<file path="config.mk">
export PLATFORM = sky130hd
export DESIGN_NAME = hns_ctrl
export DESIGN_NICKNAME = d
export VERILOG_FILES = /design/src/rtl/heightmap_normal_stencil_macros.svh /design/src/rtl/hns_pkg.sv /design/src/rtl/hns_ctrl.sv
export SDC_FILE = /design/constraint.sdc
export NUM_CORES = 1
export LEC_CHECK = 0
export BUFFER_PORTS_ARGS = -buffer_cell sky130_fd_sc_hd__buf_4
export CAP_MARGIN = 5
export CORE_AREA = 3 3 40 42
export CTS_CLUSTER_SIZE = 10
export DETAILED_ROUTE_END_ITERATION = 12
export DIE_AREA = 0 0 43 45
export PLACE_DENSITY = 0.67
export RECOVER_POWER = 50
export SLEW_MARGIN = 0
export SYNTH_ARGS = -nofsm -noshare
export SYNTH_HDL_FRONTEND = slang
export SYNTH_SLANG_ARGS = --single-unit
</file>
<file path="constraint.sdc">
create_clock -name clk -period 1.3 [get_ports clk]
set_input_delay 0 -clock clk [delete_from_list [all_inputs] [get_ports clk]]
set_output_delay 0 -clock clk [all_outputs]
set_load 0.03 [all_outputs]
</file>
<file path="src/rtl/heightmap_normal_stencil_macros.svh">
// ----------------------------------------------------------------------------
// heightmap_normal_stencil_macros
// Assertion macros for the height map normal block.
// ----------------------------------------------------------------------------
`ifndef HEIGHTMAP_NORMAL_STENCIL_MACROS_SVH
`define HEIGHTMAP_NORMAL_STENCIL_MACROS_SVH
`ifndef SYNTH
`define HNS_ASSERT_IMPLY(label, clk, rst, ante, cons, msg) \
  label: assert property (@(posedge clk) disable iff (rst) (ante) |-> (cons)) else $error(msg);
`define HNS_ASSERT_NEXT(label, clk, rst, ante, cons, msg) \
  label: assert property (@(posedge clk) disable iff (rst) (ante) |=> (cons)) else $error(msg);
`else
`define HNS_ASSERT_IMPLY(label, clk, rst, ante, cons, msg)
`define HNS_ASSERT_NEXT(label, clk, rst, ante, cons, msg)
`endif
`endif

</file>
<file path="src/rtl/hns_pkg.sv">
// ----------------------------------------------------------------------------
// hns_pkg
// Shared constants and controller/datapath interface types.
// ----------------------------------------------------------------------------
package hns_pkg;

  localparam int MAX_COLUMNS = 1024;
  localparam int COL_W       = $clog2(MAX_COLUMNS);
  localparam int CNT_W       = $clog2(MAX_COLUMNS + 1);
  localparam int ROW_W       = 16;
  localparam int CFG_COL_W   = 11;
  localparam int CFG_DATA_W  = 16;
  localparam int HEIGHT_W    = 16;
  localparam int POINT_COL_W = 10;
  localparam int NORM_W      = 16;
  localparam int NORMY_W     = 15;

  localparam int TWO_Q10     = 2048;
  localparam int UNIT_Q14    = 16384;
  localparam int FRAC_SHIFT  = 28;
  localparam int SQRT_STEPS  = 32;
  localparam int DIV_STEPS   = 20;
  localparam int ITER_W      = $clog2(SQRT_STEPS);
  localparam int NUM_W       = HEIGHT_W + FRAC_SHIFT + 1;

  localparam logic [CFG_COL_W-1:0] COLS_RESET = 11'd1024;
  localparam logic [ROW_W-1:0]     ROWS_RESET = 16'd1024;

  localparam logic CFG_GRID_COLUMNS = 1'b0;
  localparam logic CFG_GRID_ROWS    = 1'b1;

  localparam logic [1:0] COMP_X = 2'd0;
  localparam logic [1:0] COMP_Y = 2'd1;
  localparam logic [1:0] COMP_Z = 2'd2;

  localparam logic [1:0] JOB_ABOVE = 2'd0;
  localparam logic [1:0] JOB_LEFT  = 2'd1;
  localparam logic [1:0] JOB_SELF  = 2'd2;

  typedef struct packed {
    logic accept;
    logic rd_a;
    logic rd_b;
    logic update;
    logic load;
    logic sq1;
    logic sq2;
    logic sqrt_step;
    logic div_init;
    logic div_step;
    logic div_store;
    logic emit;
  } hns_cmd_t;

  typedef struct packed {
    logic has_job;
    logic more_jobs;
    logic sqrt_last;
    logic div_last;
    logic comp_last;
    logic out_free;
  } hns_status_t;

endpackage

</file>
<file path="src/rtl/hns_ctrl.sv">
// ----------------------------------------------------------------------------
// hns_ctrl
// Sequencer: fetch stencil, update line buffers, normalize each result.
// ----------------------------------------------------------------------------
module hns_ctrl (
  input  logic                clk,
  input  logic                rst,
  input  logic                in_valid,
  output logic                in_stall,
  input  hns_pkg::hns_status_t status,
  output hns_pkg::hns_cmd_t    cmd
);
  import hns_pkg::*;

  localparam logic [3:0] ST_IDLE = 4'd0;
  localparam logic [3:0] ST_RDA  = 4'd1;
  localparam logic [3:0] ST_RDB  = 4'd2;
  localparam logic [3:0] ST_UPD  = 4'd3;
  localparam logic [3:0] ST_LOAD = 4'd4;
  localparam logic [3:0] ST_SQ1  = 4'd5;
  localparam logic [3:0] ST_SQ2  = 4'd6;
  localparam logic [3:0] ST_SQRT = 4'd7;
  localparam logic [3:0] ST_DIVI = 4'd8;
  localparam logic [3:0] ST_DIVS = 4'd9;
  localparam logic [3:0] ST_DIVE = 4'd10;
  localparam logic [3:0] ST_EMIT = 4'd11;

  logic [3:0] state;
  logic [3:0] state_next;

  assign in_stall = (state != ST_IDLE);

  always_comb begin
    cmd        = '0;
    state_next = state;
    unique case (state)
      ST_IDLE: begin
        if (in_valid) begin
          cmd.accept = 1'b1;
          state_next = ST_RDA;
        end
      end
      ST_RDA: begin
        cmd.rd_a   = 1'b1;
        state_next = ST_RDB;
      end
      ST_RDB: begin
        cmd.rd_b   = 1'b1;
        state_next = ST_UPD;
      end
      ST_UPD: begin
        cmd.update = 1'b1;
        state_next = status.has_job ? ST_LOAD : ST_IDLE;
      end
      ST_LOAD: begin
        cmd.load   = 1'b1;
        state_next = ST_SQ1;
      end
      ST_SQ1: begin
        cmd.sq1    = 1'b1;
        state_next = ST_SQ2;
      end
      ST_SQ2: begin
        cmd.sq2    = 1'b1;
        state_next = ST_SQRT;
      end
      ST_SQRT: begin
        cmd.sqrt_step = 1'b1;
        if (status.sqrt_last) state_next = ST_DIVI;
      end
      ST_DIVI: begin
        cmd.div_init = 1'b1;
        state_next   = ST_DIVS;
      end
      ST_DIVS: begin
        cmd.div_step = 1'b1;
        if (status.div_last) state_next = ST_DIVE;
      end
      ST_DIVE: begin
        cmd.div_store = 1'b1;
        state_next    = status.comp_last ? ST_EMIT : ST_DIVI;
      end
      ST_EMIT: begin
        if (status.out_free) begin
          cmd.emit   = 1'b1;
          state_next = status.more_jobs ? ST_LOAD : ST_IDLE;
        end
      end
      default: state_next = ST_IDLE;
    endcase
  end

  always_ff @(posedge clk) begin
    if (rst) state <= ST_IDLE;
    else     state <= state_next;
  end

endmodule

</file>
Word-level counts from Yosys, hierarchy flattened
Cells that the tools add are included.
Storage, ports and cells
  register bits: 4
  bits of input ports: 9
  output and inout bits: 13
  logic and storage cells: 41
Cells by class
  equal/unequal tests: 15
  muxes and demuxes: 22
  reduce and logical (&&, ||, !) cells: 3
Operators by type and width (count)
  $pmux 4 s12: 1
  $eq 4x3->1 const B: 4
  $eq 4x4->1 const B: 4
  $mux 4: 4
  $mux 1: 14
  $eq 4x2->1 const B: 2
  $ne 2x2->1 const B: 4
  $mux 3: 2
  $eq 4x1->1 const B: 1
  $logic_not 4->1: 1
  $reduce_and 4->1: 1
  $reduce_bool 4->1: 1
  $mux 2: 1

Longest topological paths before layout
Gate-level depths: netlist of the first run.
  depth in word-level cells: 3
  depth in mapped cells: 5
  gate-level depth less buffers: 4

Least setup slack after synthesis of the first run
OpenSTA, ideal clock, no wires.
  kind: reg-to-output
  start: register state[0]
  end: output cmd[10] (netlist bit)
  data arrival time: 1.443 ns
  slack: -0.143 ns
  stages on the path, launching flop included: 4
  path through: dfxtp_1 > clkbuf_1 > nand2b_1 > nor3_1
RTL lines
  start, declared: RTL line hns_ctrl.sv:28  | logic [3:0] state;
  start signal, assigned: RTL line hns_ctrl.sv:95  | else state <= state_next;
  end, declared: RTL line hns_ctrl.sv:11  | output hns_pkg::hns_cmd_t cmd

Worst setup path after layout of the first run
  start: register state[0]
  end: register state[0]
Between the ends
  cells in the longest elaborated chain, start to end: 3
RTL lines
  $eq 4x3->1, or another cell as far along: RTL line hns_ctrl.sv:36  | unique case (state)
  $ne 2x2->1 (no source line)
  $reduce_and 4->1 (no source line)
Several ways; a longest one is shown, not always the timed one.
A chain may end at the register's enable or synchronous reset.

==> run metrics, run 1 <==
status finished, violations left; violated checks setup timing; share of cells above drive strength 1 59.6%; synth cell count leaders nor2_1 (9), nand2b_1 (6), a21oi_1 (5), nor3_1 (5), dfxtp_1 (4); fin crit share 105%; CP max stage delay roughly 0.52 ns; GRT Overall Usage approximately 14%; Max-Cap Viols 0; TritonCTS clock tree built; Biggest register state; core area 1280 um2; sequential power share between 20% and 30%; FF/Latch Area 90.1 um2; CP Capture Type register; Mean Syn Cell Area 6.99 um2; vias in the first global route 464; P&R area growth vs syn 80.6%; Worst setup startpoint state[0]; n_diodes 0; Post-Syn Area between 400 and 500 um2; IO buf count 21; final std cells w/o fill 104; final setup violation count 3; drt pass-1 iters 3; Net Sw Frac ~37%; Yosys Warn Count 0; clock share of power about 28%; Synth top area share 19.8%; first-pass GRT wire length 1.97 mm; largest net degree at the start of global routing 12; area leader, netlist dfxtp_1; DP Cell Count 99; most common cell in the synthesized netlist nor2_1; Critical Path End state[0]; DRC Markers 0; Post-synth EDFFs 0; Peak Freq 735 MHz; DP HPWL 927 um; Initial Util 31.5%; clock tree buffer depth 2; RePlAce Congestion 0.896; number of CTS-inserted buffers 3; Final WS setup -0.0608 ns; Routed wire per std cell 12.3 um; worst hold slack ~0.034 ns; CP Buf/Inv Count 0; Peak supply drop 435 uV; H-tree depth 1; reg2reg setup slack -0.06 ns; Logic pwr share a little under half; Layout Skew 0.00408 ns; Syn Inst Count 58; Root Buffer clkbuf_4; Clock Latency Late Sink 0.24 ns; Psw roughly 0.21 mW; register area share after synthesis 19.8%; Async SR Flop Fraction 0%; Period minus WS final 1.36 ns; crit-path max FO 4; dpl cell area between 600 and 700 um2; Reg2Reg Depth 4; drt initial violations 1; Die Ht about 45 um; fill count 124; syn_nets 67; #FFs+latches synth 4; crit path DAT 1.48 ns; worst r2r src state[0]; number of antenna violations at the first check in global routing 0; Pins Over Slew Limit 0; fin area about 730 um2; total grt overflow 0; Post-Route WL 1.28 mm; Worst path top cell family by delay simple AND/OR/NAND/NOR gates; Layout Nets 100; Hold Crit Class in2reg; post-synth cell types 27; die width 43 um; Core Rows 13; ranking of synthesized cells by area dfxtp_1 (20%), nand2b_1 (9.3%), nor2_1 (8.3%), a211oi_2 (6.2%), a21oi_1 (6.2%); pwr dens 781 nW/um2; mean number of vias per cell around 5; Largest register FFs 4; die area 1940 um2; predominant post-synthesis flop cell dfxtp_1; worst-margin pin slew 0.264 ns; multi-input logic area 358 um2; Crit path depth 4; reg2reg end state[0]; Place WS -0.0844 ns; internal power approximately 0.36 mW; Top Registers state: 4 flops; critical path startpoint category register; CTS clk-pin slew, worst paths around 0.04 ns; Crit Path Category reg2reg; Sink Count 4; worst rel slew slack 82.2%; RSZ-0062 raised after global routing true; Vias 533; # IOs 22; Lkg Pwr 0.309 nW; Critical Path RT 1.42 ns; Post-DRT Antenna Nets 0; endpoints failing hold 0; CP Cell Sequence or4_4 > a21oi_4 > or3b_4 > a21oi_2; Crit-path slowest cell or4_4
-- cells in the final DEF (no fill, tap or decap), types with 2 or more instances in the layout --
cell / count
a21oi_1: 4
nand2_1: 3
or3_1: 2
dfxtp_2: 2
buf_2: 2
dfxtp_4: 2
a211oi_2: 2
nor2_1: 8
clkbuf_4: 4
nor3_2: 4
buf_4: 26
nand2b_4: 2
o21ai_1: 2
nand2b_1: 4
-- worst min-delay path, delay by kind of cell --
kind / cells / cell delay [ns]
compound gates: 1 / 0.06
buf+inv: 1 / 0.12
simple gates: 1 / 0.05
-- final cells by class --
| cell class | instances | share of cell area (%) |
|---|---|---|
| clock buffers | 3 | 3.08 |
| inverters | 1 | 0.513 |
| multi-input cells | 49 | 48.9 |
| flip-flops and latches | 4 | 12.3 |
| well taps | 15 | 2.56 |
| repair buffers | 32 | 32.6 |
-- power by group through the flow --
stage	clock [mW]	combinational, mW	sequential (mW)
after floorplan	0	0.151	0.146
after global placement	0	0.247	0.147
after detailed placement	0	0.249	0.148
after CTS	0.161	0.254	0.147
after global routing	0.168	0.287	0.146
final	0.158	0.270	0.144
-- logic make-up after synthesis --
group	Yosys count	synth area share, %
AOI/OAI and AO/OA	15	26.9
buffers and inverters	5	5.24
DFF	4	19.8
muxes	1	2.47
and+or+nand+nor	33	45.7
-- per-stage QoR --
stage	utilization [%]	setup TNS [ns]	power [mW]
after floorplan	-	-0.0380	0.297
after global placement	50.4	-0.155	0.394
after detailed placement	50.4	-0.202	0.397
after CTS	53.7	-0.106	0.563
after global routing	57.0	-0.298	0.601
final	57.0	-0.118	0.572
-- worst min-delay path by stage --
stage | slack (ns) | to | from | cells after the start
finish | 0.03 | state[3] | status[3] | 3
global route | 0.06 | state[2] | status[3] | 3
CTS | 0.02 | state[3] | status[3] | 3
detailed placement | 0.20 | state[1] | rst | 2
global placement | 0.20 | state[1] | rst | 2
floorplan | 0.06 | state[0] | rst | 1
-- timing repair --
action / in CTS / in global routing
pin swaps: 5 / 3
resized for setup: 5 / 10
setup endpoints to repair: 13 / 12
hold buffers: 1 / 0
buffers inserted: 0 / 1
hold endpoints to repair: 4 / 0
-- layer usage --
layer,global-route usage [%],wire length (um)
met1,17.4,541
met2,21.9,629
met3,1.20,101
met4,9.04,8
met5,0,0
(Power assumes the default switching activity.)
==> run 2, diff against run 1 <==
Settings changed: RECOVER_POWER 50 to 100.
==> run 2 against run 1 <==
The run still ends with setup timing left; utilization decreased by 0.19 points; non-clock buffer count unchanged; flip-flop and latch count is the same; sequential power about the same; routed wire length fell by 0.23%; clock power hardly changed; combinational power hardly changed; largest power group unchanged.
==> run metrics, run 2 (synthesis results as in run 1) <==
most common cell after layout, fill and taps aside buf_4; Die Ht 45 um (unchanged); critical path startpoint category register; violated checks setup timing; crit-path max FO 4 (unchanged); status finished, violations left; n_diodes 0 (unchanged); pwr dens 783 nW/um2 (+0.24%); PnR Total Power 0.571 mW (-0.10%); worst-margin pin slew 0.264 ns (+0.000000119 ns); Sink Count 4 (unchanged); Initial Util 31.5% (unchanged); Layout Nets 100 (unchanged); DP Cell Count 99 (unchanged); Peak supply drop 435 uV (about the same); die area 1940 um2 (unchanged); RSZ-0062 raised after global routing true; drt pass-1 iters 3 (unchanged); GRT Overall Usage 13.6% (unchanged); final setup violation count 3 (unchanged); Reg2Reg Depth 4 (unchanged); Top Registers state: 4 flops; reg2reg end state[0]; Clock Latency Late Sink 0.24 ns (about the same); final std cells w/o fill 104 (unchanged); Post-DRT Antenna Nets 0 (unchanged); worst r2r src state[0]; Final TNS setup -0.118 ns (unchanged); Critical Path End state[0]; Core Rows 13 (unchanged); Routed wire per std cell 12.3 um (-0.23%); endpoints failing hold 0 (unchanged); fin crit share 105% (unchanged); RePlAce Congestion 0.896 (unchanged); Hold Crit Class in2reg; P&R area growth vs syn 79.9%; fill count 125 (+0.81%); Lkg Pwr 0.309 nW (-0.16%); Critical Path RT 1.42 ns (about the same); IO buf count 21 (unchanged); worst rel slew slack 82.2% (unchanged); Final WS setup -0.0608 ns (unchanged); TritonCTS clock tree built; number of CTS-inserted buffers 3 (unchanged); largest net degree at the start of global routing 12 (unchanged); vias in the first global route 464 (unchanged); Biggest register state; Max-Cap Viols 0 (unchanged); drt initial violations 1 (unchanged); share of cells above drive strength 1 59.6% (unchanged); H-tree depth 1 (unchanged); total grt overflow 0 (unchanged); Worst setup startpoint state[0]; Peak Freq 735 MHz (unchanged); clock tree buffer depth 2 (unchanged); DP HPWL 927 um (unchanged); Crit Path Category reg2reg; number of antenna violations at the first check in global routing 0 (unchanged); Root Buffer clkbuf_4; Place WS -0.0844 ns (unchanged); CP Capture Type register; core area 1280 um2 (unchanged); Layout Skew 0.00408 ns (unchanged); crit path DAT 1.48 ns (about the same); DRC Markers 0 (unchanged); Period minus WS final 1.36 ns (unchanged); commonest cells after routing, fill and taps aside buf_4 (25), nor2_1 (8); die width 43 um (unchanged); Pins Over Slew Limit 0 (unchanged); Largest register FFs 4 (unchanged); # IOs 22 (unchanged); first-pass GRT wire length 1.97 mm (unchanged); Post-Route WL 1.28 mm (-0.23%); CTS clk-pin slew, worst paths 0.04 ns (about the same); mean number of vias per cell 5.13 (+0.19%); Vias 534 (+0.19%); reg2reg setup slack -0.06 ns (about the same)
run 2: cell types whose count changed in the layout (fill, tap and decap cells not counted), sizes merged:
cell    change
buf         -1
clkbuf      +1
run 2: how the worst min path moves through the flow:
stage | from | cells past startpoint | endpoint | slack (ns)
after floorplan | rst | 1 | state[0] | 0.06
final | status[3] | 3 | state[3] | 0.03
after global routing | status[3] | 3 | state[2] | 0.06
after CTS | status[3] | 3 | state[3] | 0.02
after detailed placement | rst | 2 | state[1] | 0.20
after global placement | rst | 2 | state[1] | 0.20
run 2: routing by layer:
metal	routed length (um)	global-route usage [%]	up-vias	part of all wire, %
li1	-	-	270	-
met1	539	17.4	241	42
met2	629	21.9	21	49
met3	101	1.20	2	7.9
met4	8	9.04	0	0.63
met5	0	0	-	0
run 2: worst max-delay path, stage by stage, from the launching register on:
cell	delay, ns
dfxtp_2	0.32
or4_4	0.52
a21oi_4	0.20
or3b_4	0.16
a21oi_2	0.05
run 2: per-stage QoR:
step / util, % / cell area (um2) / hold slack (ns)
final: 56.8 / 729 / 0.0343
after global routing: 56.8 / 729 / 0.0558
after CTS: 53.7 / 691 / 0.0193
after detailed placement: 50.4 / 648 / 0.197
after global placement: 50.4 / 648 / 0.198
after floorplan: - / 423 / 0.0617
run 2: layout make-up:
cell class	count	area, um2	share of cell area, %
clock buffers	3	22.5	3.09
inverters	1	3.75	0.515
multi-input cells	49	358	49.1
flip-flops and latches	4	90.1	12.3
well taps	15	18.8	2.57
repair buffers	32	236	32.4
run 2: repair_timing:
| action | 4_1_cts | 5_1_grt |
|---|---|---|
| setup endpoints to repair | 13 | 12 |
| endpoints found under the hold margin | 4 | 0 |
| hold buffers | 1 | 0 |
| buffers inserted | 0 | 1 |
| pin swaps | 5 | 3 |
| gates resized for setup | 5 | 10 |
run 2: where the power goes:
group          leakage (nW)  switching, mW  internal [mW]
clock                0.0138         0.0542          0.104
combinational         0.260          0.144          0.125
sequential           0.0349         0.0133          0.131
total                 0.309          0.212          0.360
==> run 3, diff against run 2 <==
Settings changed: REMOVE_ABC_BUFFERS from default to 1.
==> run 3 against run 2 <==
The flow still finishes with violations (setup timing); fmax grew 1.5%; total power grew 2.1%; cell count is the same; utilization grew 0.88 points; register-to-register slack gained 0.02 ns; combinational power grew 8.2%; first-iteration DRC count is the same; critical path depth is the same; largest cell class unchanged.
==> run metrics, run 3 (synthesis results as in run 1) <==
status finished, violations left; violated checks setup timing; DP HPWL 924 um (-0.24%); share of cells above drive strength 1 57.3% (-2.2 points); Vias 523 (-2.1%); PnR Total Power 0.583 mW (+2.1%); CTS clk-pin slew, worst paths 0.04 ns (about the same); die width 43 um (unchanged); CP Capture Type register; max layer used met3; Lkg Pwr 0.309 nW (about the same); P&R area growth vs syn 82.7%; Crit-path slowest cell or4_4; Post-DRT Antenna Nets 0 (unchanged); # IOs 22 (unchanged); fin crit share 103% (-1.5 points); commonest cells after routing, fill and taps aside buf_4 (18), nor2_1 (8); critical path startpoint category register; Layout Utilization 57.6% (+0.88 points); GRT Overall Usage 12.2% (-1.4 points); clock tree buffer depth 2 (unchanged); TritonCTS clock tree built; CP Cell Sequence or4_4 > a21oi_4 > a211oi_2 > a211oi_2; most common cell after layout, fill and taps aside buf_4; Post-Route WL 1.20 mm (-6.0%); pwr dens 787 nW/um2 (+0.51%); Pins Over Slew Limit 0 (unchanged); largest net degree at the start of global routing 12 (unchanged); most used cell, CP a211oi_2; RePlAce Congestion 0.862 (-3.8%); vias in the first global route 476 (+2.6%); Root Buffer clkbuf_4; Layout Nets 100 (unchanged); Peak supply drop 728 uV (+67%); Layout Skew 0.000639 ns (-0.00344 ns); n_diodes 0 (unchanged); mean number of vias per cell 5.03 (-2.1%); Final WS setup -0.0410 ns (+0.0198 ns); number of CTS-inserted buffers 3 (unchanged); Critical Path RT 1.44 ns (+0.02 ns); Routed wire per std cell 11.5 um (-6.0%); met1 WL 532 um (-1.3%); IO buf count 21 (unchanged); reg2reg setup slack -0.04 ns (+0.02 ns); crit path DAT 1.48 ns (about the same); Hold Crit Class in2reg; Crit Path Category reg2reg; drt pass-1 iters 2 (-1); H-tree depth 1 (unchanged); CP Buf/Inv Count 0 (unchanged); Initial Util 31.5% (unchanged); Core Rows 13 (unchanged); first-pass GRT wire length 1.85 mm (-6.3%); CP max stage delay 0.52 ns (about the same); RSZ-0062 raised after global routing true; total grt overflow 0 (unchanged); Peak Freq 746 MHz (+1.5%); Clock Latency Late Sink 0.23 ns (about the same); Sink Count 4 (unchanged); DRC Markers 0 (unchanged); Biggest register state; number of antenna violations at the first check in global routing 0 (unchanged); endpoints failing hold 0 (unchanged); Worst path top cell family by delay simple AND/OR/NAND/NOR gates; worst-margin pin slew 0.247 ns (-0.0169 ns); Period minus WS final 1.34 ns (-0.0198 ns); Met2 Wirelength 623 um (-0.95%); Die Ht 45 um (unchanged); Max-Cap Viols 0 (unchanged); worst rel slew slack 83.3% (+1.1 points); Top Registers state: 4 flops; crit-path max FO 4 (unchanged); final setup violation count 3 (unchanged); metal3 WL 44 um (-56%); core area 1280 um2 (unchanged); die area 1940 um2 (unchanged); Largest register FFs 4 (unchanged); drt initial violations 1 (unchanged)
run 3: cell count changes in the layout (fill, tap and decap cells not counted), sizes merged:
cell	delta
buf	-2
clkbuf	+2
run 3: timing repair:
item,4_1_cts,5_1_grt
setup endpoints to repair,13,12
hold buffers,1,0
pin swaps,9,6
buffers inserted,1,0
hold endpoints to repair,4,0
resized for setup,9,15
run 3: worst paths after layout:
kind / start / endpoint / cells past startpoint
worst max-delay path: state[0] / state[1] / 4
worst min-delay path: status[3] / state[3] / 3
worst max register to register: state[0] / state[1] / 4
worst min register to register: state[1] / state[1] / 2
run 3: tightest hold or removal path, cell delays in order:
cell and delay [ns]:
buf_4 0.12, nand2_1 0.05, a21oi_1 0.05
run 3: layer usage:
metal,vias up,GRT usage [%]
met2,12,23.7
met5,-,0
met1,235,13.2
met3,0,2.79
li1,276,-
met4,0,3.61
run 3: metrics by stage:
| stage | setup slack (ns) | std cells | instance area (um2) | hold slack (ns) | setup TNS [ns] |
|---|---|---|---|---|---|
| final | -0.0410 | 104 | 741 | 0.0421 | -0.108 |
| after global routing | -0.0754 | 104 | 741 | 0.0632 | -0.303 |
| after CTS | -0.0691 | 104 | 704 | 0.0410 | -0.226 |
| after detailed placement | -0.132 | 99 | 632 | 0.192 | -0.467 |
| after global placement | -0.0751 | 99 | 632 | 0.189 | -0.208 |
| after floorplan | -0.176 | 54 | 388 | 0.0646 | -0.786 |
run 3: layout make-up:
type	instances	area [um2]
fill	129	544
clock buffer	3	22.5
multi-input combinational	49	368
timing repair buffer	32	238
sequential	4	90.1
inverter	1	3.75
tap	15	18.8
run 3: power breakdown:
part           switching, mW  internal (mW)
registers             0.0115          0.134
clock network         0.0438          0.103
logic                  0.152          0.140
total                  0.207          0.376
